[src/rtl/core/hpsm_pkg.sv]
// Types and constants shared by the hall period speed meter.
package hpsm_pkg;

  localparam int PERIOD_W   = 16;
  localparam int SPEED_W    = 24;
  localparam int PPR_W      = 8;
  localparam int COEFF_W    = 17;
  localparam int ELAPSED_W  = 17;
  localparam int DIVISOR_W  = PERIOD_W + PPR_W;
  localparam int CFG_IDX_W  = 3;
  localparam int CFG_DATA_W = 17;
  localparam int PROD_W     = SPEED_W + 1 + COEFF_W + 1;

  localparam logic [COEFF_W-1:0]   Q16_ONE     = 17'h10000;
  localparam logic [ELAPSED_W-1:0] ELAPSED_MAX = '1;

  localparam logic REQ_CAPTURE = 1'b0;
  localparam logic REQ_TICK    = 1'b1;

  // Register map
  localparam logic [CFG_IDX_W-1:0] CFG_PULSES_PER_REV = 3'd0;
  localparam logic [CFG_IDX_W-1:0] CFG_TIMEOUT_TICKS  = 3'd1;
  localparam logic [CFG_IDX_W-1:0] CFG_FILTER_COEFF   = 3'd2;
  localparam logic [CFG_IDX_W-1:0] CFG_MIN_PERIOD     = 3'd3;
  localparam logic [CFG_IDX_W-1:0] CFG_MAX_PERIOD     = 3'd4;
  localparam logic [CFG_IDX_W-1:0] CFG_SPEED_LIMIT    = 3'd5;

  typedef enum logic [2:0] {
    ST_IDLE,
    ST_DIV,
    ST_MUL,
    ST_FILT,
    ST_PUB
  } state_t;

  typedef struct packed {
    logic                 start;
    logic [DIVISOR_W-1:0] divisor;
  } div_ctl_t;

endpackage

[src/rtl/core/hpsm_channels.sv]
// Handshake channel interfaces of the hall period speed meter.
interface hpsm_in_if;
  import hpsm_pkg::*;
  logic                valid;
  logic                ready;
  logic                req_type;
  logic [PERIOD_W-1:0] capture_count;
  modport source (output valid, req_type, capture_count, input ready);
  modport sink (input valid, req_type, capture_count, output ready);
endinterface

interface hpsm_out_if;
  import hpsm_pkg::*;
  logic                valid;
  logic                ready;
  logic                measured;
  logic [PERIOD_W-1:0] period_out;
  logic [SPEED_W-1:0]  raw_speed;
  logic [SPEED_W-1:0]  filtered_speed;
  logic                speed_valid;
  modport source (output valid, measured, period_out, raw_speed, filtered_speed,
                  speed_valid, input ready);
  modport sink (input valid, measured, period_out, raw_speed, filtered_speed,
                speed_valid, output ready);
endinterface

interface hpsm_cfg_if;
  import hpsm_pkg::*;
  logic                  valid;
  logic                  ready;
  logic [CFG_IDX_W-1:0]  index;
  logic [CFG_DATA_W-1:0] data;
  modport source (output valid, index, data, input ready);
  modport sink (input valid, index, data, output ready);
endinterface

[src/rtl/core/hall_period_speed_meter.sv]
// Top level of the hall period speed meter.
// Hall tachometer: a request is either a 16-bit timer capture taken at a hall
// edge or a one-millisecond tick, and every request gives exactly one result
// showing the held period, the raw and filtered Q8 rpm and the valid flag. A
// tick or a capture shorter than min_period_counts goes from ST_IDLE straight
// to ST_PUB, which loads the output register. An accepted capture instead
// loads a restoring divider that produces one quotient bit per cycle, where
// QUO_W, the quotient width, is the bit length of 15360 * TIMER_HZ (34 at
// 1 MHz); then ST_DIV takes the quotient, ST_MUL multiplies, ST_FILT updates
// the filter and ST_PUB loads the output register. A capture whose divisor is
// zero skips the divider and goes through ST_MUL, ST_FILT and ST_PUB. Only one
// request is in flight: a new request is taken once the previous one has
// been placed in the output register, even while that result still waits to
// be read; while the output register is full the next result waits in front
// of it and the input stalls.
// Configuration registers may be written at any time the block is idle.
module hall_period_speed_meter #(
  parameter int unsigned TIMER_HZ = 1000000
) (
  input  logic       clk,
  input  logic       rst_n,
  hpsm_in_if.sink    in_ch,
  hpsm_out_if.source out_ch,
  hpsm_cfg_if.sink   cfg_ch
);
  import hpsm_pkg::*;

  localparam longint unsigned DIVIDEND = 64'd15360 * 64'(TIMER_HZ);
  localparam int              QUO_W    = $clog2(DIVIDEND + 1);

  // Configuration
  logic [PPR_W-1:0]    ppr_r;
  logic [PERIOD_W-1:0] timeout_r;
  logic [COEFF_W-1:0]  coeff_r;
  logic [PERIOD_W-1:0] min_per_r;
  logic [PERIOD_W-1:0] max_per_r;
  logic [PERIOD_W-1:0] limit_r;

  // Measurement state
  state_t               state_r, state_nxt;
  logic [PERIOD_W-1:0]  prev_r, prev_nxt;
  logic [PERIOD_W-1:0]  held_r, held_nxt;
  logic [SPEED_W-1:0]   raw_r, raw_nxt;
  logic [SPEED_W-1:0]   smooth_r, smooth_nxt;
  logic [ELAPSED_W-1:0] elapsed_r, elapsed_nxt;
  logic                 vflag_r, vflag_nxt;
  logic                 meas_r, meas_nxt;
  logic signed [PROD_W-1:0] prod_r, prod_nxt;

  // Output register
  logic                out_valid_r, out_valid_nxt;
  logic                out_meas_r, out_meas_nxt;
  logic [PERIOD_W-1:0] out_period_r, out_period_nxt;
  logic [SPEED_W-1:0]  out_raw_r, out_raw_nxt;
  logic [SPEED_W-1:0]  out_filt_r, out_filt_nxt;
  logic                out_sv_r, out_sv_nxt;

  logic                 in_accept;
  logic [PERIOD_W-1:0]  period;
  logic [PERIOD_W-1:0]  per_clamp;
  logic [DIVISOR_W-1:0] divisor;
  logic [SPEED_W-1:0]   lim;
  logic [COEFF_W-1:0]   coeff_sat;
  logic [ELAPSED_W-1:0] elapsed_inc;
  logic signed [SPEED_W:0]   diff;
  logic signed [SPEED_W:0]   step;
  logic [SPEED_W:0]          smooth_sum;
  logic [SPEED_W-1:0]        raw_sat;
  div_ctl_t                  div_ctl;
  logic                      div_done;
  logic [QUO_W-1:0]          div_quo;

  hpsm_div #(
    .DIVIDEND (DIVIDEND),
    .QUO_W    (QUO_W)
  ) u_div (
    .clk      (clk),
    .rst_n    (rst_n),
    .ctl      (div_ctl),
    .done     (div_done),
    .quotient (div_quo)
  );

  assign in_ch.ready  = (state_r == ST_IDLE);
  assign cfg_ch.ready = 1'b1;
  assign in_accept    = in_ch.valid && in_ch.ready;

  assign period      = in_ch.capture_count - prev_r;
  assign per_clamp   = (period > max_per_r) ? max_per_r : period;
  assign divisor     = DIVISOR_W'(per_clamp) * DIVISOR_W'(ppr_r);
  assign lim         = {limit_r, 8'h00};
  assign coeff_sat   = (coeff_r > Q16_ONE) ? Q16_ONE : coeff_r;
  assign elapsed_inc = (elapsed_r == ELAPSED_MAX) ? elapsed_r
                                                  : elapsed_r + ELAPSED_W'(1);
  assign raw_sat     = (div_quo > QUO_W'(lim)) ? lim : div_quo[SPEED_W-1:0];

  // Filter: smooth + floor((raw - smooth) * a / 2^16)
  assign diff       = $signed({1'b0, raw_r}) - $signed({1'b0, smooth_r});
  assign step       = prod_r[SPEED_W+16:16];
  assign smooth_sum = {1'b0, smooth_r} + step;

  always_comb begin
    state_nxt      = state_r;
    prev_nxt       = prev_r;
    held_nxt       = held_r;
    raw_nxt        = raw_r;
    smooth_nxt     = smooth_r;
    elapsed_nxt    = elapsed_r;
    vflag_nxt      = vflag_r;
    meas_nxt       = meas_r;
    prod_nxt       = prod_r;
    div_ctl.start   = 1'b0;
    div_ctl.divisor = divisor;
    out_valid_nxt  = out_valid_r && !out_ch.ready;
    out_meas_nxt   = out_meas_r;
    out_period_nxt = out_period_r;
    out_raw_nxt    = out_raw_r;
    out_filt_nxt   = out_filt_r;
    out_sv_nxt     = out_sv_r;
    case (state_r)
      ST_IDLE: begin
        if (in_accept) begin
          meas_nxt  = 1'b0;
          state_nxt = ST_PUB;
          if (in_ch.req_type == REQ_TICK) begin
            elapsed_nxt = elapsed_inc;
            if (elapsed_inc > {1'b0, timeout_r}) begin
              smooth_nxt = '0;
              vflag_nxt  = 1'b0;
            end
          end else begin
            prev_nxt = in_ch.capture_count;
            // Drop short periods as noise
            if (period >= min_per_r) begin
              held_nxt    = per_clamp;
              elapsed_nxt = '0;
              vflag_nxt   = 1'b1;
              meas_nxt    = 1'b1;
              if (divisor == '0) begin
                raw_nxt   = lim;
                state_nxt = ST_MUL;
              end else begin
                div_ctl.start = 1'b1;
                state_nxt     = ST_DIV;
              end
            end
          end
        end
      end
      ST_DIV: begin
        if (div_done) begin
          raw_nxt   = raw_sat;
          state_nxt = ST_MUL;
        end
      end
      ST_MUL: begin
        prod_nxt  = diff * $signed({1'b0, coeff_sat});
        state_nxt = ST_FILT;
      end
      ST_FILT: begin
        // Load the first sample directly
        smooth_nxt = (smooth_r == '0) ? raw_r : smooth_sum[SPEED_W-1:0];
        state_nxt  = ST_PUB;
      end
      ST_PUB: begin
        if (!out_valid_r || out_ch.ready) begin
          out_valid_nxt  = 1'b1;
          out_meas_nxt   = meas_r;
          out_period_nxt = held_r;
          out_raw_nxt    = raw_r;
          out_filt_nxt   = smooth_r;
          out_sv_nxt     = vflag_r;
          state_nxt      = ST_IDLE;
        end
      end
      default: begin
        state_nxt = ST_IDLE;
      end
    endcase
  end

  always_ff @(posedge clk) begin
    if (!rst_n) begin
      state_r     <= ST_IDLE;
      prev_r      <= '0;
      held_r      <= '0;
      raw_r       <= '0;
      smooth_r    <= '0;
      elapsed_r   <= '0;
      vflag_r     <= 1'b0;
      out_valid_r <= 1'b0;
    end else begin
      state_r     <= state_nxt;
      prev_r      <= prev_nxt;
      held_r      <= held_nxt;
      raw_r       <= raw_nxt;
      smooth_r    <= smooth_nxt;
      elapsed_r   <= elapsed_nxt;
      vflag_r     <= vflag_nxt;
      out_valid_r <= out_valid_nxt;
    end
  end

  always_ff @(posedge clk) begin
    meas_r       <= meas_nxt;
    prod_r       <= prod_nxt;
    out_meas_r   <= out_meas_nxt;
    out_period_r <= out_period_nxt;
    out_raw_r    <= out_raw_nxt;
    out_filt_r   <= out_filt_nxt;
    out_sv_r     <= out_sv_nxt;
  end

  always_ff @(posedge clk) begin
    if (!rst_n) begin
      ppr_r     <= 8'd4;
      timeout_r <= 16'd500;
      coeff_r   <= 17'd6554;
      min_per_r <= 16'd100;
      max_per_r <= 16'd60000;
      limit_r   <= 16'd10000;
    end else if (cfg_ch.valid && cfg_ch.ready) begin
      case (cfg_ch.index)
        CFG_PULSES_PER_REV: ppr_r     <= cfg_ch.data[PPR_W-1:0];
        CFG_TIMEOUT_TICKS:  timeout_r <= cfg_ch.data[PERIOD_W-1:0];
        CFG_FILTER_COEFF:   coeff_r   <= cfg_ch.data[COEFF_W-1:0];
        CFG_MIN_PERIOD:     min_per_r <= cfg_ch.data[PERIOD_W-1:0];
        CFG_MAX_PERIOD:     max_per_r <= cfg_ch.data[PERIOD_W-1:0];
        CFG_SPEED_LIMIT:    limit_r   <= cfg_ch.data[PERIOD_W-1:0];
        default: ;
      endcase
    end
  end

  assign out_ch.valid          = out_valid_r;
  assign out_ch.measured       = out_meas_r;
  assign out_ch.period_out     = out_period_r;
  assign out_ch.raw_speed      = out_raw_r;
  assign out_ch.filtered_speed = out_filt_r;
  assign out_ch.speed_valid    = out_sv_r;

endmodule

[src/rtl/core/hpsm_div.sv]
// Bit-serial restoring divider of a constant dividend by a 24-bit divisor.
module hpsm_div #(
  parameter longint unsigned DIVIDEND = 64'd15360000000,
  parameter int              QUO_W    = 34
) (
  input  logic                 clk,
  input  logic                 rst_n,
  input  hpsm_pkg::div_ctl_t   ctl,
  output logic                 done,
  output logic [QUO_W-1:0]     quotient
);
  import hpsm_pkg::*;

  localparam int CNT_W = $clog2(QUO_W + 1);

  logic                 busy_r, busy_nxt;
  logic                 done_r, done_nxt;
  logic [CNT_W-1:0]     cnt_r, cnt_nxt;
  logic [DIVISOR_W-1:0] rem_r, rem_nxt;
  logic [DIVISOR_W-1:0] dsr_r, dsr_nxt;
  logic [QUO_W-1:0]     quo_r, quo_nxt;

  logic [DIVISOR_W:0]   trial;
  logic [DIVISOR_W:0]   diff;
  logic                 fits;

  // One quotient bit a cycle: shift the next dividend bit into the remainder
  assign trial = {rem_r, quo_r[QUO_W-1]};
  assign diff  = trial - {1'b0, dsr_r};
  assign fits  = trial >= {1'b0, dsr_r};

  always_comb begin
    busy_nxt = busy_r;
    done_nxt = 1'b0;
    cnt_nxt  = cnt_r;
    rem_nxt  = rem_r;
    dsr_nxt  = dsr_r;
    quo_nxt  = quo_r;
    if (ctl.start) begin
      busy_nxt = 1'b1;
      cnt_nxt  = CNT_W'(QUO_W);
      rem_nxt  = '0;
      dsr_nxt  = ctl.divisor;
      quo_nxt  = DIVIDEND[QUO_W-1:0];
    end else if (busy_r) begin
      rem_nxt = fits ? diff[DIVISOR_W-1:0] : trial[DIVISOR_W-1:0];
      quo_nxt = {quo_r[QUO_W-2:0], fits};
      cnt_nxt = cnt_r - CNT_W'(1);
      if (cnt_r == CNT_W'(1)) begin
        busy_nxt = 1'b0;
        done_nxt = 1'b1;
      end
    end
  end

  always_ff @(posedge clk) begin
    if (!rst_n) begin
      busy_r <= 1'b0;
      done_r <= 1'b0;
      cnt_r  <= '0;
    end else begin
      busy_r <= busy_nxt;
      done_r <= done_nxt;
      cnt_r  <= cnt_nxt;
    end
  end

  always_ff @(posedge clk) begin
    rem_r <= rem_nxt;
    dsr_r <= dsr_nxt;
    quo_r <= quo_nxt;
  end

  assign done     = done_r;
  assign quotient = quo_r;

endmodule

[src/flat_wrapper.sv]
// flat-port wrapper written by rule: the top's interface ports become plain ports
module hall_period_speed_meter_flat import hpsm_pkg::*;
#(
  parameter int unsigned TIMER_HZ = 1000000
)
  (clk, rst_n, in_ch_valid, in_ch_req_type, in_ch_capture_count, in_ch_ready, out_ch_valid, out_ch_measured, out_ch_period_out, out_ch_raw_speed, out_ch_filtered_speed, out_ch_speed_valid, out_ch_ready, cfg_ch_valid, cfg_ch_index, cfg_ch_data, cfg_ch_ready);
  hpsm_in_if in_ch_i ();
  hpsm_out_if out_ch_i ();
  hpsm_cfg_if cfg_ch_i ();
  input  logic clk;
  input  logic rst_n;
  input wire logic [$bits(in_ch_i.valid)-1:0] in_ch_valid;
  input wire logic [$bits(in_ch_i.req_type)-1:0] in_ch_req_type;
  input wire logic [$bits(in_ch_i.capture_count)-1:0] in_ch_capture_count;
  output wire logic [$bits(in_ch_i.ready)-1:0] in_ch_ready;
  output wire logic [$bits(out_ch_i.valid)-1:0] out_ch_valid;
  output wire logic [$bits(out_ch_i.measured)-1:0] out_ch_measured;
  output wire logic [$bits(out_ch_i.period_out)-1:0] out_ch_period_out;
  output wire logic [$bits(out_ch_i.raw_speed)-1:0] out_ch_raw_speed;
  output wire logic [$bits(out_ch_i.filtered_speed)-1:0] out_ch_filtered_speed;
  output wire logic [$bits(out_ch_i.speed_valid)-1:0] out_ch_speed_valid;
  input wire logic [$bits(out_ch_i.ready)-1:0] out_ch_ready;
  input wire logic [$bits(cfg_ch_i.valid)-1:0] cfg_ch_valid;
  input wire logic [$bits(cfg_ch_i.index)-1:0] cfg_ch_index;
  input wire logic [$bits(cfg_ch_i.data)-1:0] cfg_ch_data;
  output wire logic [$bits(cfg_ch_i.ready)-1:0] cfg_ch_ready;
  assign in_ch_i.valid = in_ch_valid;
  assign in_ch_i.req_type = in_ch_req_type;
  assign in_ch_i.capture_count = in_ch_capture_count;
  assign in_ch_ready = in_ch_i.ready;
  assign out_ch_valid = out_ch_i.valid;
  assign out_ch_measured = out_ch_i.measured;
  assign out_ch_period_out = out_ch_i.period_out;
  assign out_ch_raw_speed = out_ch_i.raw_speed;
  assign out_ch_filtered_speed = out_ch_i.filtered_speed;
  assign out_ch_speed_valid = out_ch_i.speed_valid;
  assign out_ch_i.ready = out_ch_ready;
  assign cfg_ch_i.valid = cfg_ch_valid;
  assign cfg_ch_i.index = cfg_ch_index;
  assign cfg_ch_i.data = cfg_ch_data;
  assign cfg_ch_ready = cfg_ch_i.ready;
  hall_period_speed_meter #(.TIMER_HZ(TIMER_HZ)) u_core (.clk(clk), .rst_n(rst_n), .in_ch(in_ch_i), .out_ch(out_ch_i), .cfg_ch(cfg_ch_i));
endmodule
[config.mk]
export PLATFORM = sky130hd
export DESIGN_NAME = hall_period_speed_meter_flat
export DESIGN_NICKNAME = d
export VERILOG_FILES = /design/src/rtl/core/hpsm_pkg.sv /design/src/rtl/core/hpsm_channels.sv /design/src/rtl/core/hall_period_speed_meter.sv /design/src/rtl/core/hpsm_div.sv /design/src/flat_wrapper.sv
export SDC_FILE = /design/constraint.sdc
export NUM_CORES = 2
export LEC_CHECK = 0
export BUFFER_PORTS_ARGS = -buffer_cell sky130_fd_sc_hd__buf_4
export CORE_MARGIN = 4
export CORE_UTILIZATION = 45
export DETAILED_ROUTE_END_ITERATION = 8
export GPL_TIMING_DRIVEN = 0
export PLACE_DENSITY = 0.62
export SLEW_MARGIN = 20
export SYNTH_ARGS = -nofsm -noshare
export SYNTH_HDL_FRONTEND = slang
export SYNTH_SLANG_ARGS = --single-unit
[constraint.sdc]
create_clock -name clk -period 25.3 [get_ports clk]
set_input_delay 2.53 -clock clk [delete_from_list [all_inputs] [get_ports clk]]
set_output_delay 2.53 -clock clk [all_outputs]
set_load 0.02 [all_outputs]
Word level (Yosys, flattened, before mapping)
Cells that the tools add are included.
W data, S select, Z words.
- bits in registers: 388
- input port bits: 42
- logic and storage cells: 137
- add/subtract/negate cells: 6
- multiply operators: 2
- magnitude comparators: 6
- equality and inequality tests: 20
- mux-type cells: 42
- bitwise operators: 3
- reductions and logical operators: 30
- operators by type and width (cell ; count):
    $mux W24 ; 11
    $pmux W24 S2 ; 2
    $mux W17 ; 4
    $logic_not A24 Y1 ; 2
    $mul A25 B18 Y40 ; 1
    $gt A34 B24 Y1 ; 1
    $ge A25 B24 Y1 ; 1
    $sub A24 B24 Y25 ; 1
    $add A24 B24 Y24 ; 1
    $mul A16 B8 Y24 ; 1
    $sub A24 B24 Y24 ; 1
    $add A17 B1 Y17 const B ; 1
    $eq A17 B17 Y1 const B ; 1
    $gt A17 B16 Y1 ; 1
    $gt A17 B17 Y1 const B ; 1
    $ge A16 B16 Y1 ; 1
    $gt A16 B16 Y1 ; 1
    $mux W16 ; 1
    $reduce_and A2 Y1 ; 8
    $sub A16 B16 Y16 ; 1
    $mux W1 ; 15
    $mux W3 ; 5
    $pmux W3 S5 ; 1
    $ne A2 B2 Y1 const B ; 7
    19 further kinds ; 39

Depth between registers and ports, before layout
- word-level depth: 11
- mapped depth: 46
- mapped depth without buffers: 40

Modules after synthesis
From an unflattened synthesis, not the netlist that was laid out.
- cell total of the unflattened synthesis: 4255
- area, all modules: 38090.3 um^2
- by module, submodules not included (module ; times used ; cells each ; area each (um^2) ; sequential area each (um^2)):
    hall_period_speed_meter ; 1 ; 3757 ; 33489.6 ; 6556.3
    hpsm_div ; 1 ; 498 ; 4600.7 ; 2042.0

Worst setup path before layout
Ideal clock, no wire load.
- kind: input to register
- start: input port in_ch_capture_count[0]
- end: register u_core.u_div.dsr_r[0], enable pin
- setup time: 275 ps
- data arrival time: 11551 ps
- required time: 25025 ps
- path slack: 13474 ps
- stages on the path: 42
- path through: inv_1 -> ha_1 -> inv_1 -> fa_1 -> a21o_1 -> a21oi_1 -> o21ai_0 -> o2111ai_1 -> o211ai_1 -> a31o_2 -> a21oi_1 -> xnor2_1 -> ha_1 -> and3_1 -> nand4_1 -> nor4_1 -> a21o_1 -> clkbuf_1 -> [6 not listed] -> inv_1 -> fa_1 -> inv_1 -> fa_1 -> inv_1 -> ha_1 -> o21ai_0 -> a21oi_2 -> o22ai_1 -> o311ai_2 -> o22ai_2 -> xnor2_1 -> nor4_2 -> or4b_1 -> and2_1 -> buf_2 -> buf_6 -> buf_4
- RTL lines (what ; line ; source):
    start, declared ; flat_wrapper.sv:14 ; input wire logic [$bits(in_ch_i.capture_count)-1:0] in_ch_capture_count;
    end signal, assigned ; hpsm_div.sv:70 ; dsr_r <= dsr_nxt;
    end, declared ; hpsm_div.sv:20 ; logic [DIVISOR_W-1:0] dsr_r, dsr_nxt;

==> results.yml <==
flow_run:
  drv_cap: 0
placed_design:
  hpwl_um: 88200
  place_area_um2: 40100
  io_buffer_count: 109
  place.gp.congestion: 0.924
sta:
  setup_violations: 0
  finalCritPeriodShare_pct: 53.1
  worstMarginPinSlew_ns: 1.16
  rsz0062_at_grt: "false"
  max_slew_margin_pct: 22.6
  fmax_ghz: 0.0745
  finalHoldViolCount: 0
  finalClockSkew_ns: 0.0344
  finalCriticalPeriod_ns: 13.43
  slew_viol_final: 0
  fin_tns_setup_ns: 0
  holdWs_ns: 0.432
logic_synthesis:
  syn_inst: 4249
  synth_cell_types: 80
  synth_ff_type: "dfxtp_1"
  synthesis.nets: 5064
  ys_seq_area_share_pct: 22.7
  syn_avg_cell_area_um2: 8.91
  synth_enable_flop_cells: 115
  netlist_area_um2: 37800
  async_reset_ff_share_pct: 0
  ys_warn_count: 0
  yosys_register_bits: 372
clock_network:
  clkSlewWorstSetupHoldPaths_ns: 0.06
  clock-sinks: 372
  cts_hold_buf: 0
  cts_root_buf: "clkbuf_16"
  insertion_delay_ns: 0.60
  cts_resized: 0
  htreeDepth: 2
  cts_setup_buffers: 0
  cts_tree: "yes"
  clockBufferDepth: 3
  cts_made_buffers: 41
grt:
  grt_max_degree: 34
  use_met1_pct: 35.4
  grtUsageTotal_pct: 24.4
  grt_overflow_total: 0
  busiest_layer: "met2"
  grt_pass1_wl_um: 170000
  grt_pass1_vias: 29700
  met3_usage_pct: 5.95
  antenna_found_initial: 4
  use_met2_pct: 36.7
critical_path:
  path_max_fanout: 33
  crit_path_frequent_cell: "fa_1"
  crit_required_ns: 25.58
  slowest_stage: "a21oi_1"
  worstSetupEndpointType: "flip-flop"
  start_kind: "primary input"
  reg2regPathDepth: 39
  worstSetupPathType: "in2reg"
  arrival_ns: 13.71
  cpPeakStageDelay_ns: 0.83
die:
  die_x_um: 298
  die_area_um2: 88800
  fp.dieH_um: 298
  core_um2: 83600
  io_pins: 111
  initial_core_util_pct: 45.3
  rows: 106
layout:
  drive_above_1_share_pct: 5.77
  syn2layout_area_growth_pct: 9.66
  fill_cells: 8067
  finalNetCount: 5221
  final-seq-area_um2: 8600
  design_area_um2: 41500
  multiInputGateArea_um2: 26000
outcome:
  outcome: "finished, final reports clean"
route:
  vias: 29800
  drc: 0
  ant_nets: 0
  vias_per_cell: 5.41
  first_pass_iters: 6
  avgRoutedWirePerCell_um: 19.6
  first_iter_violations: 2177
  wl_um: 108000
power:
  ir_drop_v: 0.0000507
  finalPower_mw: 2.25
  power.leakage_nw: 18.3
  power_density_nw_per_um2: 54.1
worst_hold_path:
  hp-class: "reg2reg"
  worstHoldPathCells: 0
==> cells in the final DEF (no fill, tap or decap), types with 67 or more instances in the layout <==
cell,n
xnor2_1,100
inv_1,680
nor2b_1,80
nand2_1,585
a21oi_1,238
clkbuf_1,163
and2_1,149
ha_1,291
dfxtp_1,257
fa_1,482
o21ai_0,71
edfxtp_1,115
nor2_1,283
nor3_1,67
buf_4,115
==> cells in the mapped netlist, drive strengths merged (5+ instances only) <==
library cell	instances	area, µm²
nand4	33	206
nor4	26	169
mux2	7	78.8
o21bai	16	124
o211a	5	50.1
a21o	58	435
a31oi	26	163
and2	149	932
or2	7	43.8
xor2	50	438
o31ai	5	37.5
buf	21	135
and3	26	163
inv	680	2550
xnor2	102	893
edfxtp	115	3450
clkbuf	154	578
ha	291	3640
a211o	21	184
fa	482	9650
a311oi	6	52.6
nor3b	5	37.5
o21a	30	225
a221o	5	50.1
o211ai	33	248
a21oi	240	1200
nor3	72	385
o22ai	5	37.5
or3	17	106
nor2b	80	500
o2111ai	8	70.1
nand2b	27	169
a22oi	6	45.0
a21boi	12	90.1
nor2	284	1070
o21ai	79	395
a211oi	59	543
nand2	585	2200
a21bo	8	80.1
mux2i	53	531
nand3	54	270
dfxtp	257	5140
==> layout make-up <==
type                       count  area share [%]
multi-input combinational   3022            62.7
sequential                   372            20.7
buffer                       175            1.72
clock buffer                  56            2.73
antenna                        2          0.0121
timing repair buffer         114            2.18
tap                         1080            3.26
inverter                     680            6.15
clock inverter                19           0.537
==> worst max-delay path: cells and delay by family <==
kind	cells	cell delay [ns]
AOI/OAI and AO/OA	13	3.36
xor gates and xnor gates	2	0.36
adders and majority gates	8	3.56
buffers and inverters	10	1.68
and+or+nand+nor	8	2.19
==> sequential cells by signal, indices dropped and copies added, names as in the netlist, 3 cells and up <==
name	cells
u_core.held_r	16
u_core.min_per_r	16
u_core.max_per_r	16
u_core.prev_r	16
u_core.elapsed_r	17
u_core.timeout_r	16
u_core.state_r	3
u_core.smooth_r	24
u_core.ppr_r	8
u_core.prod_r	24
u_core.u_div.cnt_r	6
u_core.u_div.rem_r	24
u_core.u_div.quotient	34
u_core.coeff_r	17
u_core.out_ch.period_out	16
u_core.out_ch.filtered_speed	24
u_core.u_div.dsr_r	24
u_core.limit_r	16
u_core.raw_r	24
u_core.out_ch.raw_speed	24
==> routing by layer <==
metal	share of wire [%]	vias to the layer above	routed length [µm]
met5	0	-	0
met4	2.6	0	2800
met3	9.2	145	9950
met2	43	1002	46200
met1	46	14600	49500
li1	-	14000	-
==> path summary, 6_finish.rpt <==
kind / start / endpoint / slack [ns]
worst max register to register: u_core.prev_r[0] / u_core.u_div.dsr_r[5] / 13.62
worst max-delay path: in_ch_capture_count[0] / u_core.u_div.dsr_r[5] / 11.87
worst min-delay path: u_core.held_r[10] / u_core.out_ch.period_out[10] / 0.43
worst min register to register: u_core.held_r[10] / u_core.out_ch.period_out[10] / 0.43
==> cells by family after synthesis <==
kind of cell               after synthesis  share of synthesized area (%)
adders and majority gates              773                           35.1
AOI/OAI and AO/OA                      656                           11.5
muxes                                   60                           1.61
DFF                                    372                           22.7
other                                    1                        0.00991
buffers and inverters                  855                           8.63
and+or+nand+nor                       1380                           16.8
xor gates and xnor gates               152                           3.52
==> report_power, final <==
group	leakage (nW)	switching (mW)	total [mW]	internal, mW
registers	3.18	0.0536	0.754	0.700
clock network	0.668	0.264	0.613	0.349
logic	14.5	0.537	0.880	0.342
total	18.3	0.855	2.25	1.39
==> through the flow <==
step	utilization, %	std cells	setup WS [ns]
after CTS	49.7	5518	11.92
after floorplan	-	4249	13.47
after detailed placement	48.0	5443	11.34
after global placement	47.9	5438	11.40
after global routing	49.7	5518	11.13
final	49.7	5520	11.87
Power figures use the tool's default switching activity.
